`src/hdl/jgpg_pkg.sv`:
```
// Shared constants, types and the quarter-wave sine table for the grating pixel generator.
`timescale 1ns / 1ps
`default_nettype none
package jgpg_pkg;

  localparam int IMAGE_WIDTH  = 256;
  localparam int IMAGE_HEIGHT = 256;
  localparam int CENTRE_X     = IMAGE_WIDTH / 2;
  localparam int CENTRE_Y     = IMAGE_HEIGHT / 2;
  localparam int CENTRE_MAX   = (CENTRE_X > CENTRE_Y) ? CENTRE_X : CENTRE_Y;
  localparam int DELTA_SPAN   = (CENTRE_MAX > 256) ? CENTRE_MAX : 256;

  localparam int COORD_W  = 8;
  localparam int JITTER_W = 16;
  localparam int RADIUS_W = 13;
  localparam int TRIG_W   = 16;
  localparam int LEVEL_W  = 16;
  localparam int CFG_IDX_W  = 3;
  localparam int CFG_DATA_W = 16;

  localparam int DELTA_W = $clog2(DELTA_SPAN) + 1;
  localparam int SQ_W    = 2 * DELTA_W - 1;
  localparam int DIST_W  = SQ_W + 1 + 8;
  localparam int RSQ_W   = 2 * RADIUS_W;
  localparam int CMP_W   = (DIST_W > RSQ_W) ? DIST_W : RSQ_W;
  localparam int SHIFT_W = DELTA_W + 8;
  localparam int U_W     = ((SHIFT_W > JITTER_W) ? SHIFT_W : JITTER_W) + 1;
  localparam int PROD_W  = U_W + TRIG_W;
  localparam int PROJ_W  = PROD_W + 1;
  localparam int CYC_W   = 38;
  localparam int PHASE_LSB = 22;
  localparam int PHASE_W   = 16;

  localparam int SINE_W    = 16;
  localparam int MAG_W     = 18;
  localparam int FACTOR_W  = 19;
  localparam int FULL_SCALE = 32768;
  localparam int HALF_LSB   = 16384;

  localparam int QUEUE_DEPTH = 4;
  localparam int QPTR_W      = $clog2(QUEUE_DEPTH);
  localparam int QCNT_W      = $clog2(QUEUE_DEPTH + 1);

  typedef enum logic [CFG_IDX_W-1:0] {
    CFG_CIRCLE_RADIUS    = 3'd0,
    CFG_COS_ORIENTATION  = 3'd1,
    CFG_SIN_ORIENTATION  = 3'd2,
    CFG_CYCLES_PER_PIXEL = 3'd3,
    CFG_RED_BASE         = 3'd4,
    CFG_GREEN_BASE       = 3'd5,
    CFG_BLUE_BASE        = 3'd6,
    CFG_CONTRAST_LEVEL   = 3'd7
  } cfg_reg_t;

  typedef struct packed {
    logic [RADIUS_W-1:0]      disc_radius;
    logic signed [TRIG_W-1:0] cos_orientation;
    logic signed [TRIG_W-1:0] sin_orientation;
    logic [LEVEL_W-1:0]       cycles_per_pixel;
    logic [LEVEL_W-1:0]       red_base;
    logic [LEVEL_W-1:0]       green_base;
    logic [LEVEL_W-1:0]       blue_base;
    logic [LEVEL_W-1:0]       contrast_level;
  } cfg_t;

  typedef struct packed {
    logic signed [U_W-1:0] u;
    logic signed [U_W-1:0] v;
  } mid_item_t;

  typedef struct packed {
    logic [LEVEL_W-1:0] red;
    logic [LEVEL_W-1:0] green;
    logic [LEVEL_W-1:0] blue;
  } out_item_t;

  function automatic logic [SINE_W-1:0] quarter_sine(input logic [5:0] idx);
    logic [SINE_W-1:0] val;
    unique case (idx)
      6'd0:  val = 16'd0;
      6'd1:  val = 16'd1608;
      6'd2:  val = 16'd3212;
      6'd3:  val = 16'd4808;
      6'd4:  val = 16'd6393;
      6'd5:  val = 16'd7962;
      6'd6:  val = 16'd9512;
      6'd7:  val = 16'd11039;
      6'd8:  val = 16'd12540;
      6'd9:  val = 16'd14010;
      6'd10: val = 16'd15447;
      6'd11: val = 16'd16846;
      6'd12: val = 16'd18205;
      6'd13: val = 16'd19520;
      6'd14: val = 16'd20788;
      6'd15: val = 16'd22006;
      6'd16: val = 16'd23170;
      6'd17: val = 16'd24279;
      6'd18: val = 16'd25330;
      6'd19: val = 16'd26320;
      6'd20: val = 16'd27246;
      6'd21: val = 16'd28106;
      6'd22: val = 16'd28899;
      6'd23: val = 16'd29622;
      6'd24: val = 16'd30274;
      6'd25: val = 16'd30853;
      6'd26: val = 16'd31357;
      6'd27: val = 16'd31786;
      6'd28: val = 16'd32138;
      6'd29: val = 16'd32413;
      6'd30: val = 16'd32610;
      6'd31: val = 16'd32729;
      default: val = 16'd32768;
    endcase
    return val;
  endfunction

endpackage
`default_nettype wire

```
`src/hdl/jgpg_front.sv`:
```
// Front part: takes pixels, tests them against the disc and applies the chosen jitter.
`timescale 1ns / 1ps
`default_nettype none
module jgpg_front
  import jgpg_pkg::*;
(
  input  wire logic                       clk,
  input  wire logic                       rst_n,
  input  wire logic                       in_push,
  output logic                            in_full,
  input  wire logic [COORD_W-1:0]         in_pixel_x,
  input  wire logic [COORD_W-1:0]         in_pixel_y,
  input  wire logic signed [JITTER_W-1:0] in_jitter_inside,
  input  wire logic signed [JITTER_W-1:0] in_jitter_outside,
  input  wire logic [RADIUS_W-1:0]        disc_radius,
  output logic                            q_push,
  input  wire logic                       q_full,
  output mid_item_t                       q_item
);

  logic                        valid_r, valid_nxt;
  logic                        advance;
  logic signed [DELTA_W-1:0]   dx, dy;
  logic signed [2*DELTA_W-1:0] sqx_full, sqy_full;
  logic signed [SHIFT_W-1:0]   dx_shift, dy_shift;
  logic [SQ_W-1:0]             sqx_r, sqy_r;
  logic [RSQ_W-1:0]            rsq_r;
  logic signed [U_W-1:0]       u_in_r, v_in_r, u_out_r, v_out_r;
  logic [DIST_W-1:0]           dist_sq;
  logic                        in_disc;

  assign advance = !valid_r || !q_full;
  assign in_full = !advance;

  assign dx       = signed'(DELTA_W'(in_pixel_x) - DELTA_W'(CENTRE_X));
  assign dy       = signed'(DELTA_W'(in_pixel_y) - DELTA_W'(CENTRE_Y));
  assign sqx_full = dx * dx;
  assign sqy_full = dy * dy;
  assign dx_shift = {dx, 8'b0};
  assign dy_shift = {dy, 8'b0};

  assign valid_nxt = advance ? in_push : valid_r;

  always_ff @(posedge clk) begin
    if (!rst_n) begin
      valid_r <= 1'b0;
    end else begin
      valid_r <= valid_nxt;
    end
  end

  always_ff @(posedge clk) begin
    if (advance) begin
      sqx_r   <= sqx_full[SQ_W-1:0];
      sqy_r   <= sqy_full[SQ_W-1:0];
      rsq_r   <= RSQ_W'(disc_radius) * RSQ_W'(disc_radius);
      u_in_r  <= U_W'(dx_shift) + U_W'(in_jitter_inside);
      v_in_r  <= U_W'(dy_shift) + U_W'(in_jitter_inside);
      u_out_r <= U_W'(dx_shift) + U_W'(in_jitter_outside);
      v_out_r <= U_W'(dy_shift) + U_W'(in_jitter_outside);
    end
  end

  always_comb begin
    dist_sq  = (DIST_W'(sqx_r) + DIST_W'(sqy_r)) << 8;
    in_disc  = CMP_W'(dist_sq) < CMP_W'(rsq_r);
    q_push   = valid_r;
    q_item.u = in_disc ? u_in_r : u_out_r;
    q_item.v = in_disc ? v_in_r : v_out_r;
  end

endmodule
`default_nettype wire

```
`config.mk`:
```
export PLATFORM = sky130hd
export DESIGN_NAME = jgpg_front
export DESIGN_NICKNAME = d
export VERILOG_FILES = /design/src/hdl/jgpg_pkg.sv /design/src/hdl/jgpg_front.sv
export SDC_FILE = /design/constraint.sdc
export NUM_CORES = 1
export LEC_CHECK = 0
export BUFFER_PORTS_ARGS = -buffer_cell sky130_fd_sc_hd__buf_2
export CAP_MARGIN = 15
export CORE_UTILIZATION = 62
export CTS_CLUSTER_DIAMETER = 100
export DETAILED_ROUTE_END_ITERATION = 16
export PLACE_DENSITY = 0.81
export SYNTH_ARGS = -nofsm -noshare
export SYNTH_HDL_FRONTEND = slang
export SYNTH_SLANG_ARGS = --single-unit
```
`constraint.sdc`:
```
create_clock -name clk -period 5.49 [get_ports clk]
set_input_delay 0 -clock clk [delete_from_list [all_inputs] [get_ports clk]]
set_output_delay 0 -clock clk [all_outputs]
set_load 0.05 [all_outputs]
```
==> results by stage <==
STA:
- Summed over all failing endpoints, the final setup total negative slack is 0 ns.
- The number of failing hold endpoints at the final stage is 0.
- Measured against its own limit, the worst slew margin works out to 43.2%.
- At the pin with the least slew margin, the transition time is about 0.85 ns.
- The worst path uses between 90% and 100% of the clock period.
- Static timing analysis puts the maximum clock frequency at slightly below 200 MHz.
- The max-slew violation count is 0.
- The worst path in the final design needs a cycle of around 5 ns, including I/O delays and setup.
- Setup repair after global routing left no endpoint under its margin.
- Setup violations remaining at the end of the flow were counted as 0.
- The worst clock skew on the final layout is 0.00908 ns.

Detailed routing:
- The detailed-route DRC error count is 0.
- Dividing the detail-routed via count by the number of cells gives 5.47.
- Summed over all layers, the routed wires come to a little over 30 mm.
- The mean routed wirelength per cell is 15.2 microns.
- The detailed router finished its first iteration with 610 violations.
- The count of vias placed by the detailed router is roughly 11k.
- Before antenna repair, the detailed router went through 5 iterations.
- The residual antenna-violating net count after detailed routing is 0.

Final layout:
- Fill cells in the final layout number 1,790.
- The post-route netlist has 10.0% of its cells at a drive strength greater than 1.
- The antenna diode count is 0.
- The area growth from synthesis to final layout is 10.3%.
- The library cell used most frequently in the layout, excluding fill and tap cells, is sky130_fd_sc_hd__inv_1.
- The top cell types in the final layout, fill and taps aside, are sky130_fd_sc_hd__inv_1 (356), sky130_fd_sc_hd__ha_1 (206), sky130_fd_sc_hd__fa_1 (199).
- For this run, the post-layout net count is 2,155.

Worst setup path:
- The endpoint identified for the worst register-to-register timing path is sqy_r[7].
- The largest fanout of any net on the critical path is 12.
- The type of element capturing the critical path is a flop.
- The register-to-register path setup slack is approximately 3.4 ns.
- The cell with the biggest individual delay on the critical path is sky130_fd_sc_hd__dlygate4sd3_1.
- The startpoint identified for the worst register-to-register timing path is q_push.
- The longest individual stage delay on the worst path is roughly 0.54 ns.
- The most critical setup path has its startpoint at in_pixel_y[0].
- The required time of the critical path is 5.65 ns.
- The number of buffers and inverters on the critical path is 6.
- The critical path's top delay family is adder cells.
- The classification of the worst setup path is in -> reg.
- The depth of the worst register-to-register path is 2.
- Traced cell by cell, the critical path runs through dlygate4sd3_1, buf_2, and2_1, fa_1, inv_1, fa_1, inv_1, ha_1, inv_1, fa_1, inv_1, ha_1, ha_1, fa_1, a21o_1, a21oi_1, o21bai_1, a21oi_1, o21a_1, nor4bb_1, a311o_1.
- The signal arrival time at the worst endpoint is 5.30 ns.
- The startpoint type of the worst setup path is an input pin.

Synth:
- The total of flip-flops plus latches after synthesis is 114.
- The main flop type after synthesis is sky130_fd_sc_hd__edfxtp_1.
- A synthesized cell averages 10.0 sq um.
- The synthesized netlist occupies a cell area of 0.0156 sq mm.
- The Yosys warning count is 0.
- The count of cell types in the netlist is 59.
- The number of nets in the synthesized netlist is a little over 2k.
- The count of flip-flops with a built-in enable after synthesis is about 110.
- Summing the sequential cell areas from Yosys gives 21.8% of the chip area.
- The proportion of synthesized flip-flops having asynchronous set or reset is 0%.
- The instance count of the mapped netlist is between 1.5k and 2k.

Status:
- The flow ran to the end, and the final reports show no timing, DRC or antenna violations.

Die:
- The floorplan has 57 rows.
- The height of the die is 161 microns.
- The placeable core region is 0.0245 sq mm.
- The die covers 0.0259 sq mm.
- The initial utilization of the core area, before any placement, comes to between 60% and 70%.
- The die width is 161 microns.
- The count of boundary I/O pins is 103.

CTS:
- Counting the buffers created by CTS gives 17.
- Clock latency on the worst-skew pair, taken at its later pin, is 0.42 ns.
- Clock-pin slew was measured on the worst setup and hold paths at roughly 0.060 ns.
- TritonCTS built the clock tree.
- In this run the number of H-tree levels came out at 4.
- The clock passes through at most 2 buffers.
- The clock drives 114 sinks.
- The CTS root buffer is sky130_fd_sc_hd__clkbuf_16.
- The buffers inserted during post-CTS setup optimization is 0.

Place:
- The final weighted congestion in routability-driven placement is about 0.84.
- The number of buffers inserted by port buffering is 102.
- After legalization and detailed placement, the total HPWL measured 24.3 mm.

GRT:
- The pin count of the biggest net entering global routing is 69.
- The number of antenna violations at the first check in global routing is 0.
- The wire length of the first global-routing pass is approximately 53 mm.
- The via count of the first global-routing pass is 11.7k.
- The global router's overall resource usage is approximately a quarter.
- The sum of overflow across all layers after global routing is 0.

Min path:
- The terminating pin of the worst hold path is rsq_r[0].
- Counting instances, the worst hold path has a depth of 2.
- The worst hold path belongs to the class in -> reg.
- The launch point of the worst hold path is disc_radius[0].

Run:
- Across the run, the number of max-cap violations was 0.
[worst max path at each step]
| stage | to | slack [ns] | cells past startpoint |
|---|---|---|---|
| global route | sqx_r[15] | 0.11 | 20 |
| floorplan | rsq_r[25] | 0.41 | 22 |
| finish | sqy_r[15] | 0.34 | 21 |
| CTS | sqy_r[15] | 0.21 | 18 |
| detailed placement | rsq_r[25] | 0.002 | 18 |
| global placement | rsq_r[25] | 0.23 | 18 |
[Yosys cell counts (11+ instances only)]
| cell type | n | share of area (%) |
|---|---|---|
| sky130_fd_sc_hd__a21o_1 | 20 | 0.96 |
| sky130_fd_sc_hd__a21oi_1 | 57 | 1.8 |
| sky130_fd_sc_hd__a221o_1 | 20 | 1.3 |
| sky130_fd_sc_hd__and2_1 | 114 | 4.6 |
| sky130_fd_sc_hd__clkbuf_1 | 20 | 0.48 |
| sky130_fd_sc_hd__edfxtp_1 | 113 | 22 |
| sky130_fd_sc_hd__fa_1 | 199 | 25 |
| sky130_fd_sc_hd__ha_1 | 206 | 16 |
| sky130_fd_sc_hd__inv_1 | 356 | 8.5 |
| sky130_fd_sc_hd__nand2_1 | 102 | 2.4 |
| sky130_fd_sc_hd__nand2b_1 | 20 | 0.80 |
| sky130_fd_sc_hd__nor2_1 | 50 | 1.2 |
| sky130_fd_sc_hd__nor2b_1 | 21 | 0.84 |
| sky130_fd_sc_hd__o21ai_0 | 34 | 1.1 |
| sky130_fd_sc_hd__o21bai_1 | 11 | 0.53 |
| sky130_fd_sc_hd__xnor2_1 | 69 | 3.9 |
| sky130_fd_sc_hd__xor2_1 | 26 | 1.5 |
[per-stage QoR]
step           cell area (sq um)  hold slack (ns)  utilization (%)  instances  worst slack (ns)
2_1_floorplan              15600           0.0989                -       1562             0.412
3_5_place_dp               16500            0.179             67.1       1968           0.00177
4_1_cts                    17200          0.00636             70.3       2022             0.209
6_report                   17200           0.0194             70.3       2022             0.345
3_3_place_gp               16500            0.178             67.1       1968             0.231
5_1_grt                    17200           0.0121             70.3       2022             0.106
[state kept, by name (all words and copies together), names as in the netlist]
| signal | cells |
|---|---|
| sqx_r | 16 |
| v_in_r | 10 |
| u_in_r | 18 |
| u_out_r | 18 |
| sqy_r | 16 |
| q_push | 1 |
| rsq_r | 25 |
| v_out_r | 10 |
[logic make-up (layout without fill, tap and decap cells)]
group,Yosys count,in the layout,synth area share [%]
adder cells (fa/ha/maj),405,405,42.0
buffers and inverters,389,525,9.82
AND/OR/NAND/NOR,347,347,11.5
AO/OA/AOI/OAI,205,205,9.11
flip-flops,114,114,21.8
XOR/XNOR,95,95,5.32
multiplexers,7,7,0.456
[cell type report]
type | count | area (sq um) | area share (%)
multi-input combinational | 1059 | 10700 | 62.0
sequential | 114 | 3410 | 19.8
inverter | 356 | 1340 | 7.75
timing repair buffer | 137 | 828 | 4.80
clock buffer | 19 | 443 | 2.57
tap | 324 | 405 | 2.35
clock inverter | 13 | 124 | 0.718
[layer usage]
layer	wire length (microns)	GRT usage [%]
met1	12700	31.3
met2	16100	46.6
met3	1310	3.85
met4	582	6.69
met5	0	0
[worst register-to-register path, stage by stage, from the launching register on]
cell	delay [ns]
sky130_fd_sc_hd__dfxtp_1	0.34
sky130_fd_sc_hd__nand2_4	0.48
sky130_fd_sc_hd__buf_4	0.81
[what timing repair did]
action	CTS	global route
hold endpoints to repair	24	0
endpoints found under the setup margin	0	1
hold buffers	22	0
resized for setup	0	1
Power is not shown: default switching activity piles up to over one toggle a cycle in this logic, so the estimate is an artifact.
