File: config.mk
export PLATFORM = sky130hd
export DESIGN_NAME = jgpg_queue
export DESIGN_NICKNAME = d
export VERILOG_FILES = /design/src/hdl/jgpg_pkg.sv /design/src/hdl/jgpg_queue.sv
export SDC_FILE = /design/constraint.sdc
export NUM_CORES = 1
export LEC_CHECK = 0
export BUFFER_PORTS_ARGS = -buffer_cell sky130_fd_sc_hd__buf_2
export CAP_MARGIN = 25
export CORE_MARGIN = 5
export CORE_UTILIZATION = 50
export CTS_CLUSTER_SIZE = 24
export DETAILED_ROUTE_END_ITERATION = 10
export HOLD_SLACK_MARGIN = 0.12
export PLACE_DENSITY = 0.71
export SYNTH_ARGS = -nofsm -noshare
export SYNTH_HDL_FRONTEND = slang
export SYNTH_SLANG_ARGS = --single-unit
File: constraint.sdc
create_clock -name clk -period 6.6 [get_ports clk]
set_input_delay 1.32 -clock clk [delete_from_list [all_inputs] [get_ports clk]]
set_output_delay 1.32 -clock clk [all_outputs]
set_load 0.1 [all_outputs]
File: src/hdl/jgpg_pkg.sv
// Shared constants, types and the quarter-wave sine table for the grating pixel generator.
`timescale 1ns / 1ps
`default_nettype none
package jgpg_pkg;

  localparam int IMAGE_WIDTH  = 256;
  localparam int IMAGE_HEIGHT = 256;
  localparam int CENTRE_X     = IMAGE_WIDTH / 2;
  localparam int CENTRE_Y     = IMAGE_HEIGHT / 2;
  localparam int CENTRE_MAX   = (CENTRE_X > CENTRE_Y) ? CENTRE_X : CENTRE_Y;
  localparam int DELTA_SPAN   = (CENTRE_MAX > 256) ? CENTRE_MAX : 256;

  localparam int COORD_W  = 8;
  localparam int JITTER_W = 16;
  localparam int RADIUS_W = 13;
  localparam int TRIG_W   = 16;
  localparam int LEVEL_W  = 16;
  localparam int CFG_IDX_W  = 3;
  localparam int CFG_DATA_W = 16;

  localparam int DELTA_W = $clog2(DELTA_SPAN) + 1;
  localparam int SQ_W    = 2 * DELTA_W - 1;
  localparam int DIST_W  = SQ_W + 1 + 8;
  localparam int RSQ_W   = 2 * RADIUS_W;
  localparam int CMP_W   = (DIST_W > RSQ_W) ? DIST_W : RSQ_W;
  localparam int SHIFT_W = DELTA_W + 8;
  localparam int U_W     = ((SHIFT_W > JITTER_W) ? SHIFT_W : JITTER_W) + 1;
  localparam int PROD_W  = U_W + TRIG_W;
  localparam int PROJ_W  = PROD_W + 1;
  localparam int CYC_W   = 38;
  localparam int PHASE_LSB = 22;
  localparam int PHASE_W   = 16;

  localparam int SINE_W    = 16;
  localparam int MAG_W     = 18;
  localparam int FACTOR_W  = 19;
  localparam int FULL_SCALE = 32768;
  localparam int HALF_LSB   = 16384;

  localparam int QUEUE_DEPTH = 4;
  localparam int QPTR_W      = $clog2(QUEUE_DEPTH);
  localparam int QCNT_W      = $clog2(QUEUE_DEPTH + 1);

  typedef enum logic [CFG_IDX_W-1:0] {
    CFG_CIRCLE_RADIUS    = 3'd0,
    CFG_COS_ORIENTATION  = 3'd1,
    CFG_SIN_ORIENTATION  = 3'd2,
    CFG_CYCLES_PER_PIXEL = 3'd3,
    CFG_RED_BASE         = 3'd4,
    CFG_GREEN_BASE       = 3'd5,
    CFG_BLUE_BASE        = 3'd6,
    CFG_CONTRAST_LEVEL   = 3'd7
  } cfg_reg_t;

  typedef struct packed {
    logic [RADIUS_W-1:0]      disc_radius;
    logic signed [TRIG_W-1:0] cos_orientation;
    logic signed [TRIG_W-1:0] sin_orientation;
    logic [LEVEL_W-1:0]       cycles_per_pixel;
    logic [LEVEL_W-1:0]       red_base;
    logic [LEVEL_W-1:0]       green_base;
    logic [LEVEL_W-1:0]       blue_base;
    logic [LEVEL_W-1:0]       contrast_level;
  } cfg_t;

  typedef struct packed {
    logic signed [U_W-1:0] u;
    logic signed [U_W-1:0] v;
  } mid_item_t;

  typedef struct packed {
    logic [LEVEL_W-1:0] red;
    logic [LEVEL_W-1:0] green;
    logic [LEVEL_W-1:0] blue;
  } out_item_t;

  function automatic logic [SINE_W-1:0] quarter_sine(input logic [5:0] idx);
    logic [SINE_W-1:0] val;
    unique case (idx)
      6'd0:  val = 16'd0;
      6'd1:  val = 16'd1608;
      6'd2:  val = 16'd3212;
      6'd3:  val = 16'd4808;
      6'd4:  val = 16'd6393;
      6'd5:  val = 16'd7962;
      6'd6:  val = 16'd9512;
      6'd7:  val = 16'd11039;
      6'd8:  val = 16'd12540;
      6'd9:  val = 16'd14010;
      6'd10: val = 16'd15447;
      6'd11: val = 16'd16846;
      6'd12: val = 16'd18205;
      6'd13: val = 16'd19520;
      6'd14: val = 16'd20788;
      6'd15: val = 16'd22006;
      6'd16: val = 16'd23170;
      6'd17: val = 16'd24279;
      6'd18: val = 16'd25330;
      6'd19: val = 16'd26320;
      6'd20: val = 16'd27246;
      6'd21: val = 16'd28106;
      6'd22: val = 16'd28899;
      6'd23: val = 16'd29622;
      6'd24: val = 16'd30274;
      6'd25: val = 16'd30853;
      6'd26: val = 16'd31357;
      6'd27: val = 16'd31786;
      6'd28: val = 16'd32138;
      6'd29: val = 16'd32413;
      6'd30: val = 16'd32610;
      6'd31: val = 16'd32729;
      default: val = 16'd32768;
    endcase
    return val;
  endfunction

endpackage
`default_nettype wire

File: src/hdl/jgpg_queue.sv
// Short queue of classified pixels between the front and back parts.
`timescale 1ns / 1ps
`default_nettype none
module jgpg_queue
  import jgpg_pkg::*;
(
  input  wire logic      clk,
  input  wire logic      rst_n,
  input  wire logic      push,
  output logic           full,
  input  wire mid_item_t push_item,
  input  wire logic      pop,
  output logic           empty,
  output mid_item_t      head_item
);

  mid_item_t          store_r [QUEUE_DEPTH];
  logic [QPTR_W-1:0]  wr_ptr_r, wr_ptr_nxt;
  logic [QPTR_W-1:0]  rd_ptr_r, rd_ptr_nxt;
  logic [QCNT_W-1:0]  count_r, count_nxt;
  logic               do_push, do_pop;

  assign full      = (count_r == QCNT_W'(QUEUE_DEPTH));
  assign empty     = (count_r == '0);
  assign do_push   = push && !full;
  assign do_pop    = pop && !empty;
  assign head_item = store_r[rd_ptr_r];

  always_comb begin
    wr_ptr_nxt = do_push ? wr_ptr_r + 1'b1 : wr_ptr_r;
    rd_ptr_nxt = do_pop ? rd_ptr_r + 1'b1 : rd_ptr_r;
    count_nxt  = count_r;
    if (do_push && !do_pop) begin
      count_nxt = count_r + 1'b1;
    end else if (do_pop && !do_push) begin
      count_nxt = count_r - 1'b1;
    end
  end

  always_ff @(posedge clk) begin
    if (!rst_n) begin
      wr_ptr_r <= '0;
      rd_ptr_r <= '0;
      count_r  <= '0;
    end else begin
      wr_ptr_r <= wr_ptr_nxt;
      rd_ptr_r <= rd_ptr_nxt;
      count_r  <= count_nxt;
    end
  end

  always_ff @(posedge clk) begin
    if (do_push) begin
      store_r[wr_ptr_r] <= push_item;
    end
  end

endmodule
`default_nettype wire

==> impl_metrics.ini, run 1 <==
[logic_synthesis]
synth-warning-count = 0
largest_area_contributor_in_the_synthesized_netlist = edfxtp_1
yosysTopAreaCellShare_pct = 75.4
synthDistinctLibCells = 25
syn_avg_cell_area_um2 = 24.3
synth.net_count = 282
ys_seq_area_share_pct = 78.6
synthCells = 236
synthesized_flop_and_latch_total = 153
synth_top_cells_by_area = edfxtp_1, mux4_2, dfxtp_1, mux4_1, ha_1
synthArstFlopShare_pct = 0
synth_edf_count = 144
synth_ff_type = edfxtp_1
syn_area_mm2 = 0.00573

[place]
post-dp-hpwl_um = 5650
buffer_ports.inserted = 77
pre_cts_slack_ns = 3.22
placed_area_mm2 = 0.00621
finalWeightedCongestion = 0.684

[drt]
met3_length_um = 588
wl_met1_um = 4050
top_layer_used = met5
final_antenna_net_count = 0
route.met2.wl_um = 4880
detailedRoute.firstIterationViolations = 206
firstDrtPassIters = 4
dr_total_vias = 2578
drt_drc_violations_left = 0
vias_per_cell = 5.38
postRouteWirelength_um = 9680
routed_wire_length_per_instance_um = 20.2

[floorplanning]
rows = 39
standard_cell_core_area_mm2 = 0.0113
total_i_o_pin_count = 78
chipHeight_um = 117
fp.dieW_um = 117
die_footprint_mm2 = 0.0137
initial_utilization_pct = 50.6

[sta]
worst_slew_pin_slew_ns = 0.997
setup_total_negative_slack_ns = 0
worst_clock_skew_ns = 0.0108
slew_viol_final = 0
finalWorstSetupSlack_ns = 2.88
setup_repair_after_global_routing_missed_its_margin = no
final-hold-violation-count = 0
max_freq_ghz = 0.268
finalSetupViolCount = 0
min_period_ns = 3.72
max-slew-margin-rel_pct = 33.5
finalCritPeriodShare_pct = 56.4

[clocking]
clock_sink_count = 153
holdBufCountCts = 0
htreeDepth = 4
cts_resized = 0
clk-insertion-delay-late_ns = 0.41
tritoncts.num_buffers = 17
ctsRootBufferMaster = clkbuf_16
cts_setup_buffers = 0
tritoncts = done
cts-root-to-sink-buffers = 2
clkSlewWorstSetupHoldPaths_ns = 0.06

[setup_path]
worst-r2r-cell-count = 8
ff2ff_setup_slack_ns = 4.14
path_max_fanout = 28
worst-endpoint-required_ns = 5.28
end_kind = primary output
path_class = flip-flop to primary output
worst-endpoint-arrival_ns = 2.40
setup.worst_path.start_class = flip-flop

[finish]
area.growth.synth_to_final_pct = 20.1
finish.instance_area_mm2 = 0.00688
drive_above_1_share_pct = 43.8
post-route-util_pct = 60.8
num_antenna_cells = 0
num-nets-final = 369

[worst_hold_path]
hold_class = flip-flop to flip-flop
worstHoldPathCells = 2

[grt]
global_route.overflow_total = 0
grt_pass1_wl_um = 15000
grt_start_max_net_pins = 37
groute.usage.overall_pct = 15.3
grt_antenna_before_repair = 1
grt_pass1_vias = 2833

[flow_run]
cap_viol_max_count = 0

[outcome]
outcome = completed
-- Yosys cell counts (2+ instances only) --
master / count
edfxtp_1: 144
ha_1: 5
nand2_1: 4
mux4_1: 6
nor2b_1: 2
inv_1: 3
dfxtp_1: 9
buf_2: 4
and2_1: 8
buf_12: 3
mux4_2: 30
mux2i_1: 3
xnor2_1: 3
-- final cells by class --
class	instances	area [um^2]
repair buffers	78	393
multi-input cells	70	1120
clock inverters	15	248
fillers	817	4440
flip-flops and latches	153	4510
well taps	143	179
clock buffers	17	425
inverters	3	11.3
-- flip-flops by register name, summed over array words and instances (netlist names), named ones only --
register,cells
store_r,144
count_r,3
rd_ptr_r,2
wr_ptr_r,2
-- per-layer routing --
metal / vias up / GRT usage (%)
met1: 1321 / 19.3
met4: 2 / 5.50
li1: 1164 / -
met3: 16 / 5.14
met5: - / 0
met2: 75 / 24.8
-- path summary, 6_finish.rpt --
path,from,to
hold reg to reg,wr_ptr_r[0]$_SDFFE_PN0P_,wr_ptr_r[0]$_SDFFE_PN0P_
hold / removal,wr_ptr_r[0]$_SDFFE_PN0P_,wr_ptr_r[0]$_SDFFE_PN0P_
setup / recovery,flip-flop,head_item[35]
setup reg to reg,count_r[0]$_SDFFE_PN0P_,count_r[2]$_SDFFE_PN0P_
-- cells by family (layout without fill, tap and decap cells) --
kind of cell | after synthesis | count (layout) | synth area share (%)
compound gates | 4 | 4 | 0.589
xor+xnor | 4 | 4 | 0.611
fa+ha+maj | 6 | 6 | 1.44
buf+inv | 13 | 113 | 1.94
flops | 153 | 153 | 78.6
mux | 39 | 39 | 15.1
simple gates | 17 | 17 | 1.77
-- cell usage in the layout (no fill, tap or decap), types with 2 or more instances in the layout --
master,n
buf_2,77
nand2_1,4
inv_1,3
mux2i_1,3
clkinv_4,3
mux4_2,30
clkinvlp_4,2
inv_6,2
mux4_1,6
ha_1,5
and2_2,4
dfxtp_2,2
clkbuf_16,17
dfxtp_1,7
xnor2_1,3
edfxtp_1,144
and2_1,4
nor2b_1,2
bufinv_16,6
-- per-stage QoR --
step | hold slack (ns) | instances
6_report | 0.517 | 479
2_1_floorplan | 0.468 | 236
3_3_place_gp | 0.482 | 447
3_5_place_dp | 0.498 | 447
5_1_grt | 0.531 | 479
4_1_cts | 0.519 | 479
-- critical path, stage by stage (launching register included) --
cell and delay [ns]:
dfxtp_2 0.51, buf_4 0.54, mux4_1 0.63, buf_2 0.31
Power of run 1 is not shown: default switching activity piles up to over one toggle a cycle in this logic, so the estimate is an artifact.
==> run 2, diff against run 1 <==
ABC_AREA = 1   (was not set)
clock period = 3.7 ns   (was 6.6 ns; I/O delays follow)
==> impl_metrics.ini, run 2 <==
[place]
buffer_ports.inserted = 77
finalWeightedCongestion = 0.750
placed_cells = 624
post-dp-hpwl_um = 6770
pre_cts_slack_ns = 1.05
placed_area_mm2 = 0.00634

[clocking]
htreeDepth = 4
cts_resized = 0
clkSlewWorstSetupHoldPaths_ns = 0.06
holdBufCountCts = 0
clock_sink_count = 153
ctsRootBufferMaster = clkbuf_16
cts_setup_buffers = 0
clk-insertion-delay-late_ns = 0.41
tritoncts.num_buffers = 17
tritoncts = done
cts-root-to-sink-buffers = 2

[drt]
vias_per_cell = 5.44
postRouteWirelength_um = 11500
drt_drc_violations_left = 0
final_antenna_net_count = 0
firstDrtPassIters = 4
routed_wire_length_per_instance_um = 17.5
detailedRoute.firstIterationViolations = 276
dr_total_vias = 3571

[finish]
post_layout_nonfiller_instances = 656
finish.instance_area_mm2 = 0.00694
largest_register = store_r
most-common-layout-cells = edfxtp_1, nor2_1, buf_2
drive_above_1_share_pct = 24.0
area.growth.synth_to_final_pct = 18.8
num-nets-final = 546
num_antenna_cells = 0
top_regs = store_r: 144 flops, count_r: 3 flops
largest_register_ffs = 144
layout_commonest_cell = edfxtp_1

[floorplanning]
standard_cell_core_area_mm2 = 0.0114
total_i_o_pin_count = 78
initial_utilization_pct = 51.2
rows = 39
fp.dieW_um = 118
die_footprint_mm2 = 0.0139
chipHeight_um = 118

[setup_path]
worst-r2r-cell-count = 13
cp_num_buf_inv = 2
worst-endpoint-arrival_ns = 2.35
worst-endpoint-required_ns = 2.96
path_max_fanout = 39
cpMaxStageDelayCell = dfxtp_2
worstPathCellList = buf_4 -> o21ai_0 -> o22ai_1 -> buf_2
critical_path_depth = 4
cp_top_family = buffers and inverters
path_class = flip-flop to primary output
end_kind = primary output
delay_contributed_by_the_slowest_stage_of_the_critical_path_ns = 0.78
setup.worst_path.start_class = flip-flop

[power]
p_total_mw = 6.43
vdd.ir_drop.worst_mv = 0.754
power.density_mw_per_mm2 = 926
p_leak_nw = 2.51

[flow_run]
cap_viol_max_count = 0

[logic_synthesis]
ys_seq_area_share_pct = 77.1
synthMostInstantiatedCell = edfxtp_1
synth.net_count = 464
synthCells = 418
syn_avg_cell_area_um2 = 14.0
syn_area_mm2 = 0.00584
largest_area_contributor_in_the_synthesized_netlist = edfxtp_1
yosysTopAreaCellShare_pct = 74.0
synth_top_cells_by_area = edfxtp_1, nor2_1, o22ai_1, o21ai_1, dfxtp_1
synthDistinctLibCells = 21
synthesized_flop_and_latch_total = 153
synth-warning-count = 0
synthArstFlopShare_pct = 0
post_synth_most_frequent_cells = edfxtp_1, nor2_1, o21ai_1
synth_ff_type = edfxtp_1
synth_edf_count = 144

[sta]
worst_clock_skew_ns = 0.00810
finalWorstSetupSlack_ns = 0.606
worst_slew_pin_slew_ns = 0.713
slew_viol_final = 0
setup_total_negative_slack_ns = 0
setup_repair_after_global_routing_missed_its_margin = no
min_period_ns = 3.09
finalSetupViolCount = 0
final-hold-violation-count = 0
finalCritPeriodShare_pct = 83.6
max-slew-margin-rel_pct = 52.5
max_freq_ghz = 0.323

[grt]
grt_pass1_vias = 3609
grt_antenna_before_repair = 1
grt_start_max_net_pins = 73
global_route.overflow_total = 0
groute.usage.overall_pct = 16.8
grt_pass1_wl_um = 18300

[worst_hold_path]
hold_class = flip-flop to flip-flop
worstHoldPathCells = 2

[outcome]
outcome = completed
-- run 2: cell type report --
cell class              instances  area [um^2]
inverters                      18         73.8
flip-flops and latches        153         4510
multi-input cells             225         1140
clock buffers                  18          429
fillers                       906         4480
well taps                     143          179
repair buffers                 85          445
clock inverters                14          171
-- run 2: per-stage QoR --
| stage | hold WS, ns | utilization (%) |
|---|---|---|
| after floorplan | 0.465 | - |
| after global placement | 0.489 | 55.5 |
| after detailed placement | 0.496 | 55.5 |
| after CTS | 0.505 | 60.8 |
| after global routing | 0.512 | 60.8 |
| final | 0.503 | 60.8 |
-- run 2: final timing paths --
check | startpoint | to | slack [ns]
worst min register to register | rd_ptr_r[0]$_SDFFE_PN0P_ | rd_ptr_r[0]$_SDFFE_PN0P_ | 0.50
worst max register to register | count_r[1]$_SDFFE_PN0P_ | count_r[2]$_SDFFE_PN0P_ | 1.66
worst min-delay path | rd_ptr_r[0]$_SDFFE_PN0P_ | rd_ptr_r[0]$_SDFFE_PN0P_ | 0.50
worst max-delay path | flip-flop | head_item[20] | 0.61
-- run 2: cells by family after synthesis --
kind of cell	after synthesis	share of synthesized area (%)
AO/OA/AOI/OAI	112	10.4
XOR/XNOR	1	0.150
adder cells (fa/ha/maj)	6	1.41
buffers and inverters	40	3.98
flip-flops	153	77.1
AND/OR/NAND/NOR	106	7.00
-- run 2: power breakdown --
group	leakage [nW]	switching, mW	total (mW)	internal [mW]
registers	1.39	0.0961	2.20	2.11
clock network	0.289	0.653	1.72	1.06
logic	0.831	2.13	2.51	0.381
total	2.51	2.88	6.43	3.55
-- run 2: worst reg2reg max path, stage by stage, from the launching register on --
cell and delay, ns:
dfxtp_1 0.38, nor2_1 0.08, nand2_1 0.14, nand2_2 0.18, inv_1 0.14, ha_1 0.18
inv_1 0.07, fa_1 0.39, inv_1 0.07, nand2_1 0.04, nand3_1 0.09, nand2_1 0.06
nand2_1 0.05, nor2_1 0.03
-- run 2: metal layers --
| metal | part of all wire, % | GRT usage (%) |
|---|---|---|
| met1 | 42 | 21.2 |
| met2 | 50 | 26.7 |
| met3 | 6.4 | 5.91 |
| met4 | 2.1 | 6.88 |
| met5 | 0.061 | 0 |
(Power assumes the default switching activity.)
